[config.mk]
export PLATFORM = sky130hd
export DESIGN_NAME = polynomial_newton_root_solver
export DESIGN_NICKNAME = d
export VERILOG_FILES = /design/src/pnrs_pkg.sv /design/src/polynomial_newton_root_solver.sv /design/src/pnrs_ctrl.sv /design/src/pnrs_dp.sv
export SDC_FILE = /design/constraint.sdc
export NUM_CORES = 2
export LEC_CHECK = 0
export ABC_AREA = 0
export BUFFER_PORTS_ARGS = -buffer_cell sky130_fd_sc_hd__buf_2
export CORE_MARGIN = 2
export CORE_UTILIZATION = 45
export DETAILED_ROUTE_END_ITERATION = 7
export PLACE_DENSITY = 0.6
export SYNTH_ARGS = -nofsm -noshare
export SYNTH_HDL_FRONTEND = slang
export SYNTH_SLANG_ARGS = --single-unit
[constraint.sdc]
create_clock -name clk -period 26.3 [get_ports clk]
set_clock_uncertainty 0.2 [all_clocks]
set_input_delay 5.26 -clock clk [delete_from_list [all_inputs] [get_ports clk]]
set_output_delay 5.26 -clock clk [all_outputs]
set_load 0.01 [all_outputs]
[src/pnrs_pkg.sv]
// Shared types and codes of the polynomial Newton root solver.
// No dependencies; used by pnrs_ctrl, pnrs_dp and the top level.
`timescale 1ns / 1ps
package pnrs_pkg;

  localparam int IDX_W = 5;  // carries any coefficient index up to order 31

  typedef logic [3:0] cmd_op_t;

  localparam cmd_op_t OP_NONE   = 4'd0;
  localparam cmd_op_t OP_LOAD   = 4'd1;
  localparam cmd_op_t OP_SOLVE  = 4'd2;
  localparam cmd_op_t OP_INIT   = 4'd3;
  localparam cmd_op_t OP_MUL_P  = 4'd4;
  localparam cmd_op_t OP_WB_P   = 4'd5;
  localparam cmd_op_t OP_MUL_F  = 4'd6;
  localparam cmd_op_t OP_WB_F   = 4'd7;
  localparam cmd_op_t OP_MUL_W  = 4'd8;
  localparam cmd_op_t OP_WB_W   = 4'd9;
  localparam cmd_op_t OP_MUL_D  = 4'd10;
  localparam cmd_op_t OP_WB_D   = 4'd11;
  localparam cmd_op_t OP_DIV    = 4'd12;
  localparam cmd_op_t OP_UPDATE = 4'd13;
  localparam cmd_op_t OP_OUT    = 4'd14;

  localparam logic [1:0] ST_OK         = 2'd0;
  localparam logic [1:0] ST_NOT_CONV   = 2'd1;
  localparam logic [1:0] ST_ZERO_DERIV = 2'd2;

  localparam logic [1:0] REG_ITER  = 2'd0;
  localparam logic [1:0] REG_TOL   = 2'd1;
  localparam logic [1:0] REG_ORDER = 2'd2;

  localparam logic MODE_LOAD = 1'b0;

  typedef struct packed {
    cmd_op_t            op;
    logic [IDX_W-1:0]   idx;
    logic               zero_deriv;
  } dp_cmd_t;

  typedef struct packed {
    logic deriv_zero;
    logic div_busy;
    logic out_busy;
  } dp_stat_t;

endpackage

[src/polynomial_newton_root_solver.sv]
// Newton-Raphson polynomial root solver in signed fixed point (Q16.16 by default).
// A load beat (mode 0) writes one coefficient into the store and gives no result;
// a solve beat (mode 1) brings the start value and, after iteration_count Newton
// steps, gives one result beat with the root, the residual f(root) and a status
// (ok, residual above root_tolerance, or zero derivative - iteration then stops).
// A load is taken while the sequencer is idle. A solve is worked through one shared
// 32x32 multiplier with a registered product and a restoring divider giving one
// quotient bit a cycle: each step evaluates f and f', divides and updates, and a
// final evaluation of f comes before the result is written. One solve is in flight
// at a time; a finished result waits in the output register while loads are still
// taken.
// Depends on pnrs_pkg, pnrs_ctrl and pnrs_dp.
`timescale 1ns / 1ps
module polynomial_newton_root_solver #(
  parameter int MAX_ORDER = 10,
  parameter int FRAC_BITS = 16
) (
  input  logic               clk,
  input  logic               rst,
  input  logic               cfg_we,
  input  logic [1:0]         cfg_index,
  input  logic [30:0]        cfg_data,
  input  logic               in_valid,
  output logic               in_ready,
  input  logic               mode,
  input  logic [3:0]         coeff_index,
  input  logic signed [31:0] value,
  output logic               out_valid,
  input  logic               out_ready,
  output logic signed [31:0] root,
  output logic signed [31:0] residual,
  output logic [1:0]         status
);
  localparam int IW = $clog2(MAX_ORDER + 1);

  logic [7:0]          iteration_count;
  logic [30:0]         root_tolerance;
  logic [3:0]          poly_order;
  logic [IW-1:0]       order_eff;
  pnrs_pkg::dp_cmd_t   cmd;
  pnrs_pkg::dp_stat_t  stat;

  // configuration registers; unknown indexes are dropped
  always_ff @(posedge clk) begin
    if (rst) begin
      iteration_count <= 8'd10;
      root_tolerance <= 31'd66;
      poly_order <= 4'd10;
    end else if (cfg_we) begin
      unique case (cfg_index)
        pnrs_pkg::REG_ITER:  iteration_count <= cfg_data[7:0];
        pnrs_pkg::REG_TOL:   root_tolerance <= cfg_data;
        pnrs_pkg::REG_ORDER: poly_order <= cfg_data[3:0];
        default: ;
      endcase
    end
  end

  // clamp the order to what the store holds
  assign order_eff = (32'(poly_order) > MAX_ORDER) ? IW'(MAX_ORDER) : IW'(poly_order);

  pnrs_ctrl #(.MAX_ORDER(MAX_ORDER)) u_ctrl (
    .clk, .rst, .in_valid, .mode, .in_ready,
    .iteration_count, .order_eff, .stat, .cmd
  );

  pnrs_dp #(.MAX_ORDER(MAX_ORDER), .FRAC_BITS(FRAC_BITS)) u_dp (
    .clk, .rst, .cmd, .stat, .coeff_index, .value, .root_tolerance,
    .out_valid, .out_ready, .root, .residual, .status
  );

  a_status_code: assert property (@(posedge clk) disable iff (rst)
    out_valid |-> (status == pnrs_pkg::ST_OK || status == pnrs_pkg::ST_NOT_CONV ||
                   status == pnrs_pkg::ST_ZERO_DERIV))
    else $error("undefined status code");

  a_ok_within_tol: assert property (@(posedge clk) disable iff (rst)
    (out_valid && status == pnrs_pkg::ST_OK) |->
      (residual >= -$signed({1'b0, root_tolerance}) &&
       residual <= $signed({1'b0, root_tolerance})))
    else $error("ok status with residual above tolerance");

  a_div_blocks_input: assert property (@(posedge clk) disable iff (rst)
    stat.div_busy |-> !in_ready)
    else $error("input taken while the divider runs");

endmodule

[src/pnrs_ctrl.sv]
// Sequencer of the root solver: steps through evaluation, division and update.
// Depends on pnrs_pkg; drives pnrs_dp by command, reads its status.
`timescale 1ns / 1ps
module pnrs_ctrl #(
  parameter int MAX_ORDER = 10
) (
  input  logic                clk,
  input  logic                rst,
  input  logic                in_valid,
  input  logic                mode,
  output logic                in_ready,
  input  logic [7:0]          iteration_count,
  input  logic [$clog2(MAX_ORDER+1)-1:0] order_eff,
  input  pnrs_pkg::dp_stat_t  stat,
  output pnrs_pkg::dp_cmd_t   cmd
);
  localparam int IW = $clog2(MAX_ORDER + 1);

  localparam logic [3:0] S_IDLE   = 4'd0;
  localparam logic [3:0] S_INIT   = 4'd1;
  localparam logic [3:0] S_MUL_P  = 4'd2;
  localparam logic [3:0] S_WB_P   = 4'd3;
  localparam logic [3:0] S_MUL_F  = 4'd4;
  localparam logic [3:0] S_WB_F   = 4'd5;
  localparam logic [3:0] S_MUL_W  = 4'd6;
  localparam logic [3:0] S_WB_W   = 4'd7;
  localparam logic [3:0] S_MUL_D  = 4'd8;
  localparam logic [3:0] S_WB_D   = 4'd9;
  localparam logic [3:0] S_END    = 4'd10;
  localparam logic [3:0] S_DIV_ST = 4'd11;
  localparam logic [3:0] S_DIV    = 4'd12;
  localparam logic [3:0] S_UPD    = 4'd13;
  localparam logic [3:0] S_OUT    = 4'd14;

  logic [3:0]    state, state_next;
  logic [IW-1:0] i, order;
  logic [7:0]    k, iters;
  logic          final_pass, zd;

  assign in_ready = (state == S_IDLE);

  always_comb begin
    cmd.op = pnrs_pkg::OP_NONE;
    cmd.idx = pnrs_pkg::IDX_W'(i);
    cmd.zero_deriv = zd;
    state_next = state;
    unique case (state)
      S_IDLE: begin
        if (in_valid) begin
          cmd.op = (mode == pnrs_pkg::MODE_LOAD) ? pnrs_pkg::OP_LOAD : pnrs_pkg::OP_SOLVE;
          if (mode != pnrs_pkg::MODE_LOAD) state_next = S_INIT;
        end
      end
      S_INIT: begin
        cmd.op = pnrs_pkg::OP_INIT;
        state_next = S_MUL_F;
      end
      S_MUL_P: begin
        cmd.op = pnrs_pkg::OP_MUL_P;
        state_next = S_WB_P;
      end
      S_WB_P: begin
        cmd.op = pnrs_pkg::OP_WB_P;
        state_next = S_MUL_F;
      end
      S_MUL_F: begin
        cmd.op = pnrs_pkg::OP_MUL_F;
        state_next = S_WB_F;
      end
      S_WB_F: begin
        cmd.op = pnrs_pkg::OP_WB_F;
        priority if (!final_pass && i < order) state_next = S_MUL_W;
        else if (i == order) state_next = S_END;
        else state_next = S_MUL_P;
      end
      S_MUL_W: begin
        cmd.op = pnrs_pkg::OP_MUL_W;
        state_next = S_WB_W;
      end
      S_WB_W: begin
        cmd.op = pnrs_pkg::OP_WB_W;
        state_next = S_MUL_D;
      end
      S_MUL_D: begin
        cmd.op = pnrs_pkg::OP_MUL_D;
        state_next = S_WB_D;
      end
      S_WB_D: begin
        cmd.op = pnrs_pkg::OP_WB_D;
        state_next = S_MUL_P;
      end
      S_END: begin
        priority if (final_pass) state_next = S_OUT;
        else if (stat.deriv_zero) state_next = S_INIT;
        else state_next = S_DIV_ST;
      end
      S_DIV_ST: begin
        cmd.op = pnrs_pkg::OP_DIV;
        state_next = S_DIV;
      end
      S_DIV: begin
        if (!stat.div_busy) state_next = S_UPD;
      end
      S_UPD: begin
        cmd.op = pnrs_pkg::OP_UPDATE;
        state_next = S_INIT;
      end
      S_OUT: begin
        if (!stat.out_busy) begin
          cmd.op = pnrs_pkg::OP_OUT;
          state_next = S_IDLE;
        end
      end
      default: state_next = S_IDLE;
    endcase
  end

  always_ff @(posedge clk) begin
    if (rst) begin
      state <= S_IDLE;
      final_pass <= 1'b0;
      zd <= 1'b0;
    end else begin
      state <= state_next;
      if (state == S_IDLE && in_valid && mode != pnrs_pkg::MODE_LOAD) begin
        zd <= 1'b0;
        final_pass <= (iteration_count == 8'd0);
      end
      if (state == S_END && !final_pass && stat.deriv_zero) begin
        zd <= 1'b1;
        final_pass <= 1'b1;
      end
      if (state == S_UPD && (k + 8'd1) == iters) final_pass <= 1'b1;
    end
  end

  // datapath indices and counters: no reset needed, loaded at solve start
  always_ff @(posedge clk) begin
    if (state == S_IDLE) begin
      k <= 8'd0;
      iters <= iteration_count;
      order <= order_eff;
    end
    if (state == S_INIT) i <= '0;
    if (state == S_WB_P) i <= i;
    if (state == S_WB_F && i != order && (final_pass || i >= order)) i <= i + 1'b1;
    if (state == S_WB_D) i <= i + 1'b1;
    if (state == S_UPD) k <= k + 8'd1;
  end

endmodule

[src/pnrs_dp.sv]
// Datapath of the root solver: coefficient store, shared multiplier, divider.
// Depends on pnrs_pkg; commanded by pnrs_ctrl.
`timescale 1ns / 1ps
module pnrs_dp #(
  parameter int MAX_ORDER = 10,
  parameter int FRAC_BITS = 16
) (
  input  logic                clk,
  input  logic                rst,
  input  pnrs_pkg::dp_cmd_t   cmd,
  output pnrs_pkg::dp_stat_t  stat,
  input  logic [3:0]          coeff_index,
  input  logic signed [31:0]  value,
  input  logic [30:0]         root_tolerance,
  output logic                out_valid,
  input  logic                out_ready,
  output logic signed [31:0]  root,
  output logic signed [31:0]  residual,
  output logic [1:0]          status
);
  localparam int IW = $clog2(MAX_ORDER + 1);
  localparam int DW = 32 + FRAC_BITS;
  localparam int CW = $clog2(DW + 1);
  localparam logic signed [64:0] HALF = 65'sd1 <<< (FRAC_BITS - 1);
  localparam logic signed [31:0] ONE  = 32'sd1 <<< FRAC_BITS;

  function automatic logic signed [31:0] sat65(input logic signed [64:0] v);
    if (v > 65'sh0_7FFF_FFFF) return 32'sh7FFF_FFFF;
    if (v < -65'sh0_8000_0000) return 32'sh8000_0000;
    return v[31:0];
  endfunction

  function automatic logic signed [31:0] sat_add(input logic signed [31:0] a,
                                                 input logic signed [31:0] b);
    logic signed [32:0] s;
    s = 33'(a) + 33'(b);
    if (s[32] != s[31]) return s[32] ? 32'sh8000_0000 : 32'sh7FFF_FFFF;
    return s[31:0];
  endfunction

  function automatic logic signed [31:0] sat_sub(input logic signed [31:0] a,
                                                 input logic signed [31:0] b);
    logic signed [32:0] s;
    s = 33'(a) - 33'(b);
    if (s[32] != s[31]) return s[32] ? 32'sh8000_0000 : 32'sh7FFF_FFFF;
    return s[31:0];
  endfunction

  logic signed [31:0] coef [0:MAX_ORDER];
  logic signed [31:0] x, pw, acc_f, acc_d, w;
  logic signed [31:0] ma, mb, q_sat, qmul_res;
  logic signed [63:0] prod;
  logic signed [64:0] rnd;
  logic [IW-1:0]      addr;
  logic [DW-1:0]      dq;
  logic [31:0]        dv, amag, bmag;
  logic [32:0]        rem, rem_sh, res_mag;
  logic [CW-1:0]      cnt;
  logic               neg;

  // operand selection for the shared multiplier
  always_comb begin
    addr = (cmd.op == pnrs_pkg::OP_MUL_W) ? cmd.idx[IW-1:0] + 1'b1 : cmd.idx[IW-1:0];
    ma = pw;
    mb = x;
    unique case (cmd.op)
      pnrs_pkg::OP_MUL_F: begin ma = coef[addr]; mb = pw; end
      pnrs_pkg::OP_MUL_W: begin ma = 32'(addr); mb = coef[addr]; end
      pnrs_pkg::OP_MUL_D: begin ma = w; mb = pw; end
      default: begin ma = pw; mb = x; end
    endcase
  end

  assign rnd = (65'(prod) + HALF) >>> FRAC_BITS;
  assign qmul_res = sat65(rnd);

  // divider result: saturate the signed quotient
  always_comb begin
    if (neg) q_sat = (dq > DW'(32'h8000_0000)) ? 32'sh8000_0000 : -$signed(dq[31:0]);
    else q_sat = (dq > DW'(32'h7FFF_FFFF)) ? 32'sh7FFF_FFFF : $signed(dq[31:0]);
  end

  assign amag = acc_f[31] ? 32'(-acc_f) : 32'(acc_f);
  assign bmag = acc_d[31] ? 32'(-acc_d) : 32'(acc_d);
  assign rem_sh = {rem[31:0], dq[DW-1]};
  assign res_mag = acc_f[31] ? 33'(-33'(acc_f)) : 33'(acc_f);

  always_ff @(posedge clk) begin
    if (rst) begin
      for (int j = 0; j <= MAX_ORDER; j++) coef[j] <= '0;
    end else if (cmd.op == pnrs_pkg::OP_LOAD && 32'(coeff_index) <= MAX_ORDER) begin
      coef[IW'(coeff_index)] <= value;
    end
  end

  always_ff @(posedge clk) begin
    prod <= ma * mb;
    unique case (cmd.op)
      pnrs_pkg::OP_SOLVE:  x <= value;
      pnrs_pkg::OP_INIT: begin
        pw <= ONE;
        acc_f <= '0;
        acc_d <= '0;
      end
      pnrs_pkg::OP_WB_P:   pw <= qmul_res;
      pnrs_pkg::OP_WB_F:   acc_f <= sat_add(acc_f, qmul_res);
      pnrs_pkg::OP_WB_W:   w <= sat65(65'(prod));
      pnrs_pkg::OP_WB_D:   acc_d <= sat_add(acc_d, qmul_res);
      pnrs_pkg::OP_UPDATE: x <= sat_sub(x, q_sat);
      default: ;
    endcase
  end

  // restoring divider, one quotient bit per cycle
  always_ff @(posedge clk) begin
    if (rst) begin
      cnt <= '0;
    end else if (cmd.op == pnrs_pkg::OP_DIV) begin
      cnt <= CW'(DW);
      neg <= acc_f[31] ^ acc_d[31];
      dq <= {amag, {FRAC_BITS{1'b0}}};
      dv <= bmag;
      rem <= '0;
    end else if (cnt != '0) begin
      cnt <= cnt - 1'b1;
      if (rem_sh >= {1'b0, dv}) begin
        rem <= rem_sh - {1'b0, dv};
        dq <= {dq[DW-2:0], 1'b1};
      end else begin
        rem <= rem_sh;
        dq <= {dq[DW-2:0], 1'b0};
      end
    end
  end

  always_ff @(posedge clk) begin
    if (rst) begin
      out_valid <= 1'b0;
    end else if (cmd.op == pnrs_pkg::OP_OUT) begin
      out_valid <= 1'b1;
    end else if (out_ready) begin
      out_valid <= 1'b0;
    end
  end

  always_ff @(posedge clk) begin
    if (cmd.op == pnrs_pkg::OP_OUT) begin
      root <= x;
      residual <= acc_f;
      priority if (cmd.zero_deriv) status <= pnrs_pkg::ST_ZERO_DERIV;
      else if (res_mag > 33'(root_tolerance)) status <= pnrs_pkg::ST_NOT_CONV;
      else status <= pnrs_pkg::ST_OK;
    end
  end

  assign stat.deriv_zero = (acc_d == '0);
  assign stat.div_busy = (cnt != '0);
  assign stat.out_busy = out_valid;

endmodule

# --- After elaboration in Yosys (flattened, before gate mapping) ---
# Memories as Yosys holds them, arrays and structs flattened.
# Index checks and enable logic that the tools add are counted.
classes:
  add_sub_neg: 12
  multipliers: 1
  n_div: 0
  n_lt_le_gt_ge: 12
  eq_ne: 40
  shift: 0
  muxes: 86
  bitwise_logic: 2
  n_reduce_logical: 37
op_table:
  columns: ["operator", "count"]
  rows:
  - ["$mux 32", 24]
  - ["$pmux 32 s2", 5]
  - ["$mux 48", 2]
  - ["$neg 32->32", 3]
  - ["$pmux 32 s3", 1]
  - ["$add 32x32->33", 2]
  - ["$add 64x17->65 const B", 1]
  - ["$gt 64x32->1 const B", 1]
  - ["$lt 64x32->1 const B", 1]
  - ["$mul 32x32->64", 1]
  - ["$mux 4", 16]
  - ["$eq 4x4->1 const B", 14]
  - ["$pmux 4 s14", 1]
  - ["$pmux 4 s13", 1]
  - ["$gt 49x32->1 const B", 1]
  - ["$lt 49x32->1 const B", 1]
  - ["$gt 48x31->1 const B", 1]
  - ["$gt 48x32->1 const B", 1]
  - ["$ge 33x32->1", 1]
  - ["$gt 33x31->1", 1]
  - ["$mux 33", 1]
  - ["$neg 32->33", 1]
  - ["$sub 32x32->33", 1]
  - ["$logic_not 32->1", 1]
  - ["40 further kinds", 107]
word_totals:
  reg_bits: 483
  latchBits: 0
  mem_bits_rw: 352
  romBits: 0
  out_inout_bits: 68
  mem_count: 1
mem_list:
  columns: ["name", "depth", "width", "rd", "rd_ports_with_merged_regs", "write_ports", "line_no", "source"]
  rows:
  - ["u_dp.coef", 11, 32, 1, 0, 11, "pnrs_dp.sv:49", "logic signed [31:0] coef [0:MAX_ORDER];"]

# --- Longest topological paths before layout ---
depth:
  word_depth: 12
  mapped_depth: 48
  ltp_nobuf: 37

# --- Hierarchy ---
# A second synthesis with hierarchy kept.
hier_totals:
  hier_cells: 8527
  hier_area_um2: 87498.9
modules_own_cells:
  columns: ["module", "n_inst", "cells_each", "area_per_inst_um2", "seq_area_each_um2"]
  rows:
  - ["pnrs_dp", 1, 8163, 83827.9, 26655.6]
  - ["polynomial_newton_root_solver", 1, 184, 1888.1, 860.8]
  - ["pnrs_ctrl", 1, 180, 1783.0, 840.8]

# --- Worst setup path before layout ---
# No wires, ideal clock.
synth_path:
  path_type: "register to register"
  start: "register u_ctrl.state[2]"
  end: "register u_dp.prod[62]"
  setup_time_ps: 91
  t_arrival_ps: 11963
  required_ps: 26009
  setup_slack_ps: 14046
  path_stages_with_launch: 44
  path_buffers: 9
  path_cell_list: "dfxtp_1 > nor2b_1 > nand3_1 > inv_1 > clkbuf_1 > clkbuf_1 > buf_1 > ha_1 > buf_2 > buf_2 > buf_2 > buf_1 > mux4_2 > mux4_2 > nand2_1 > and2_1 > clkbuf_1 > clkbuf_1 > [8 not listed] > fa_1 > inv_1 > fa_1 > inv_1 > fa_1 > fa_1 > inv_1 > ha_1 > a21oi_1 > o21bai_1 > a21oi_1 > nor2b_1 > o21a_1 > o21ai_0 > nand2b_1 > a21oi_1 > mux2_2 > a311oi_1"
synth_between:
  elab_chain_cells: 7
  word_cells_on_any_way: 23
  cone_classes: "mul: 1; eq/ne: 15; mux: 4; reduce/logical: 2; memory: 1"
synth_lines:
  columns: ["item", "line_no", "source"]
  rows:
  - ["start: declaration", "pnrs_ctrl.sv:35", "logic [3:0] state, state_next;"]
  - ["start signal: assignment", "pnrs_ctrl.sv:124", "state <= state_next;"]
  - ["$eq 4x4->1, or another cell as far along", "pnrs_ctrl.sv:47", "unique case (state)"]
  - ["$pmux 4 s13 *", "pnrs_ctrl.sv:47", null]
  - ["$eq 4x4->1", "pnrs_dp.sv:63, pnrs_dp.sv:66", null]
  - ["$mux 4", "pnrs_dp.sv:63", "addr = (cmd.op == pnrs_pkg::OP_MUL_W) ? cmd.idx[IW-1:0] + 1'b1 : cmd.idx[IW-1:0];"]
  - ["$mem_v2 11x32", null, null]
  - ["$pmux 32 s3 / $pmux 32 s2 (equally long branches)", "pnrs_dp.sv:66", "unique case (cmd.op)"]
  - ["$mul 32x32->64 *", "pnrs_dp.sv:97", "prod <= ma * mb;"]
  - ["end signal: assignment", "pnrs_dp.sv:97", null]
  - ["end: declaration", "pnrs_dp.sv:52", "logic signed [63:0] prod;"]
# Mark *: on every way between the ends. The rest lies on a longest branch, timed or not.
# A chain may end at the register's enable or synchronous reset.

# --- Worst setup path after layout ---
layout_path:
  start: "register u_ctrl.state[1]"
  end: "register u_dp.prod[62]"
# The elaborated chain is that of the path after synthesis.

==> flow_summary.yaml <==
final_layout:
  multiInputGateArea_sq_um: 52300
  area_growth_pct: 9.04
  seq_area_sq_um: 28400
  drive_above_1_share: 0.0852
  n_fill_cell: 17600
  finalNetCount: 10200
sta:
  tightest_slew_ps: 1440
  period_minus_slack_ps: 14030
  drv_slew: 0
  slew_headroom: 0.0385
  rsz0062_at_grt: "no"
  setup_violations: 0
  hold_viol: 0
  setup_tns_ps: 0
  post-route-period-util: 0.533
  fmax_mhz: 71.3
synthesis:
  ys_types: 90
  yosys.area.top_type: "edfxtp_1"
  syn_avg_cell_area_sq_um: 10.1
  netlist_instances: 8593
  synth_commonest_cells: "inv_1, nand2_1, fa_1, nor2_1, edfxtp_1"
  ys_seq_area_frac: 0.327
  synth-main-ff-cell: "edfxtp_1"
  synth_seq_cells: 995
  synth_edf_count: 843
  postSynth.asyncResetShare: 0
  yosysTopAreaCellShare: 0.292
  yosysWarnings: 0
  syn_area_sq_um: 86700
  synth_area_leaders: "edfxtp_1, fa_1, inv_1"
  yosysMostFrequentCell: "inv_1"
drt:
  routed_via_density: 5.66
  drtPass1Iterations: 6
  vias: 64200
  ant_nets: 0
  drc_errors: 0
  drt_wl_total_um: 281000
  drtIter0Drc: 6410
  wl_per_cell_um: 24.8
clock_network:
  clk_latency_ps: 780
  clkSlewWorstSetupHoldPaths_ps: 60
  post-cts-setup-buffers: 0
  clock_path_buffers: 3
  cts_buffers: 105
  htree_levels: 3
  cts.repair.resized: 0
  hold_buffers: 0
  cts_tree: "yes"
  cts_sinks: 995
  cts_root_buf: "clkbuf_16"
global_routing:
  gr-total-overflow: 0
  antenna_found_initial: 10
  grt_pass1_vias: 65500
  grt_usage: 0.289
  grt_start_max_net_pins: 129
  grt_pass1_wl_um: 422000
worst_setup_path:
  r2r_start: "u_ctrl.state[1]"
  crit_fanout: 52
  path_common_cell: "fa_1"
  cpPeakStageDelay_ps: 850
  critPathTopFamily: "adder cells"
  criticalPathCategory: "reg2reg"
  crit_arrival_ps: 14440
  critPathLaunchType: "flop"
  crit_buf_inv: 11
  reg2reg_depth: 37
  cp-startpoint: "u_ctrl.state[1]"
  reg2reg_slack_ps: 12270
  crit_required_ps: 26710
  worst_path_max_delay_cell: "buf_4"
  r2r_end: "u_dp.prod[62]"
  end_kind: "flop"
floorplan:
  start_util: 0.452
  die-area_sq_um: 196000
  die_y_um: 443
  num_rows: 161
  die_w_um: 443
  design.core.area_sq_um: 192000
  ioPinCount: 143
flow_run:
  max-cap-violations: 0
hold_path:
  whs_endpoint: "u_dp.root[0]"
  hold_depth: 0
  hp-start: "u_dp.x[0]"
  hold_path.class: "reg2reg"
outcome:
  outcome: "completed"
placement:
  port_buffers: 142
  place_hpwl_um: 206000
  gp_congestion: 0.981
-- stage by stage --
stage	cell area, sq um	util	hold slack, ps	setup slack (ps)	cells
4_1_cts	94500	0.492	223	12130	11300
5_1_grt	94500	0.492	243	11310	11300
3_5_place_dp	91000	0.474	239	12230	11100
6_report	94500	0.492	231	12270	11300
3_3_place_gp	91000	0.474	238	12310	11100
2_1_floorplan	87300	-	223	14050	8752
-- flip-flops by register name, summed over array words and instances (netlist names), 2 cells and up --
| register | count |
|---|---|
| u_dp.x | 32 |
| u_dp.dv | 32 |
| poly_order | 4 |
| u_ctrl.order | 4 |
| iteration_count | 8 |
| u_dp.prod | 64 |
| u_dp.acc_f | 32 |
| u_dp.residual | 32 |
| u_dp.cnt | 6 |
| u_dp.w | 32 |
| u_ctrl.i | 4 |
| u_dp.coef | 512 |
| u_ctrl.state | 4 |
| u_ctrl.iters | 8 |
| u_dp.status | 2 |
| u_dp.acc_d | 32 |
| root_tolerance | 31 |
| u_ctrl.k | 8 |
| u_dp.rem | 32 |
| u_dp.pw | 32 |
| u_dp.root | 32 |
| u_dp.dq | 48 |
-- placed cells by master (no fill, tap or decap), drive strengths merged, types with 39 or more instances in the layout --
master,count
conb,160
nand3,84
dfxtp,152
nand4,47
a21oi,411
a211oi,55
mux4,160
or3,40
inv,1385
a21o,116
and2,60
clkinv,43
nor2b,43
xor2,96
o21ai,247
clkbuf,141
nand2,1106
a22oi,54
nor2,986
edfxtp,843
ha,356
o31ai,56
nor4,39
fa,1086
nand2b,54
xnor2,196
buf,299
nor3,79
-- kinds of logic (layout without fill, tap and decap cells) --
logic type               Yosys count  after routing  synth area share
XOR/XNOR                         292            292            0.0295
adder cells (fa/ha/maj)         1442           1442             0.302
other                              1            166         0.0000433
AO/OA/AOI/OAI                   1181           1181            0.0851
flip-flops                       995            995             0.327
multiplexers                     175            175            0.0433
AND/OR/NAND/NOR                 2677           2677             0.133
buffers and inverters           1830           1882            0.0801
-- cell type report --
cell class / instances / share of cell area
inverters: 1387 / 0.0551
repair buffers: 299 / 0.0201
clock inverters: 55 / 0.00630
diodes: 6 / 0.000159
well taps: 2526 / 0.0334
multi-input cells: 5927 / 0.554
flip-flops and latches: 995 / 0.300
clock buffers: 141 / 0.0311
-- how the worst max path moves through the flow --
| stage | end | slack, ps | depth (start not counted) |
|---|---|---|---|
| detailed placement | u_dp.prod[62] | 12230 | 37 |
| global route | u_dp.prod[62] | 11310 | 37 |
| CTS | u_dp.prod[62] | 12130 | 37 |
| global placement | u_dp.prod[62] | 12310 | 38 |
| floorplan | u_dp.prod[62] | 14050 | 43 |
| finish | u_dp.prod[62] | 12270 | 37 |
-- routing by layer --
layer / GRT usage / vias to the layer above / part of all wire
met1: 0.386 / 32600 / 0.40
li1: - / 28100 / -
met5: 0 / - / 0.00020
met3: 0.0540 / 626 / 0.088
met4: 0.148 / 8 / 0.060
met2: 0.451 / 2894 / 0.46
Power is not shown: default switching activity piles up to over one toggle a cycle in this logic, so the estimate is an artifact.
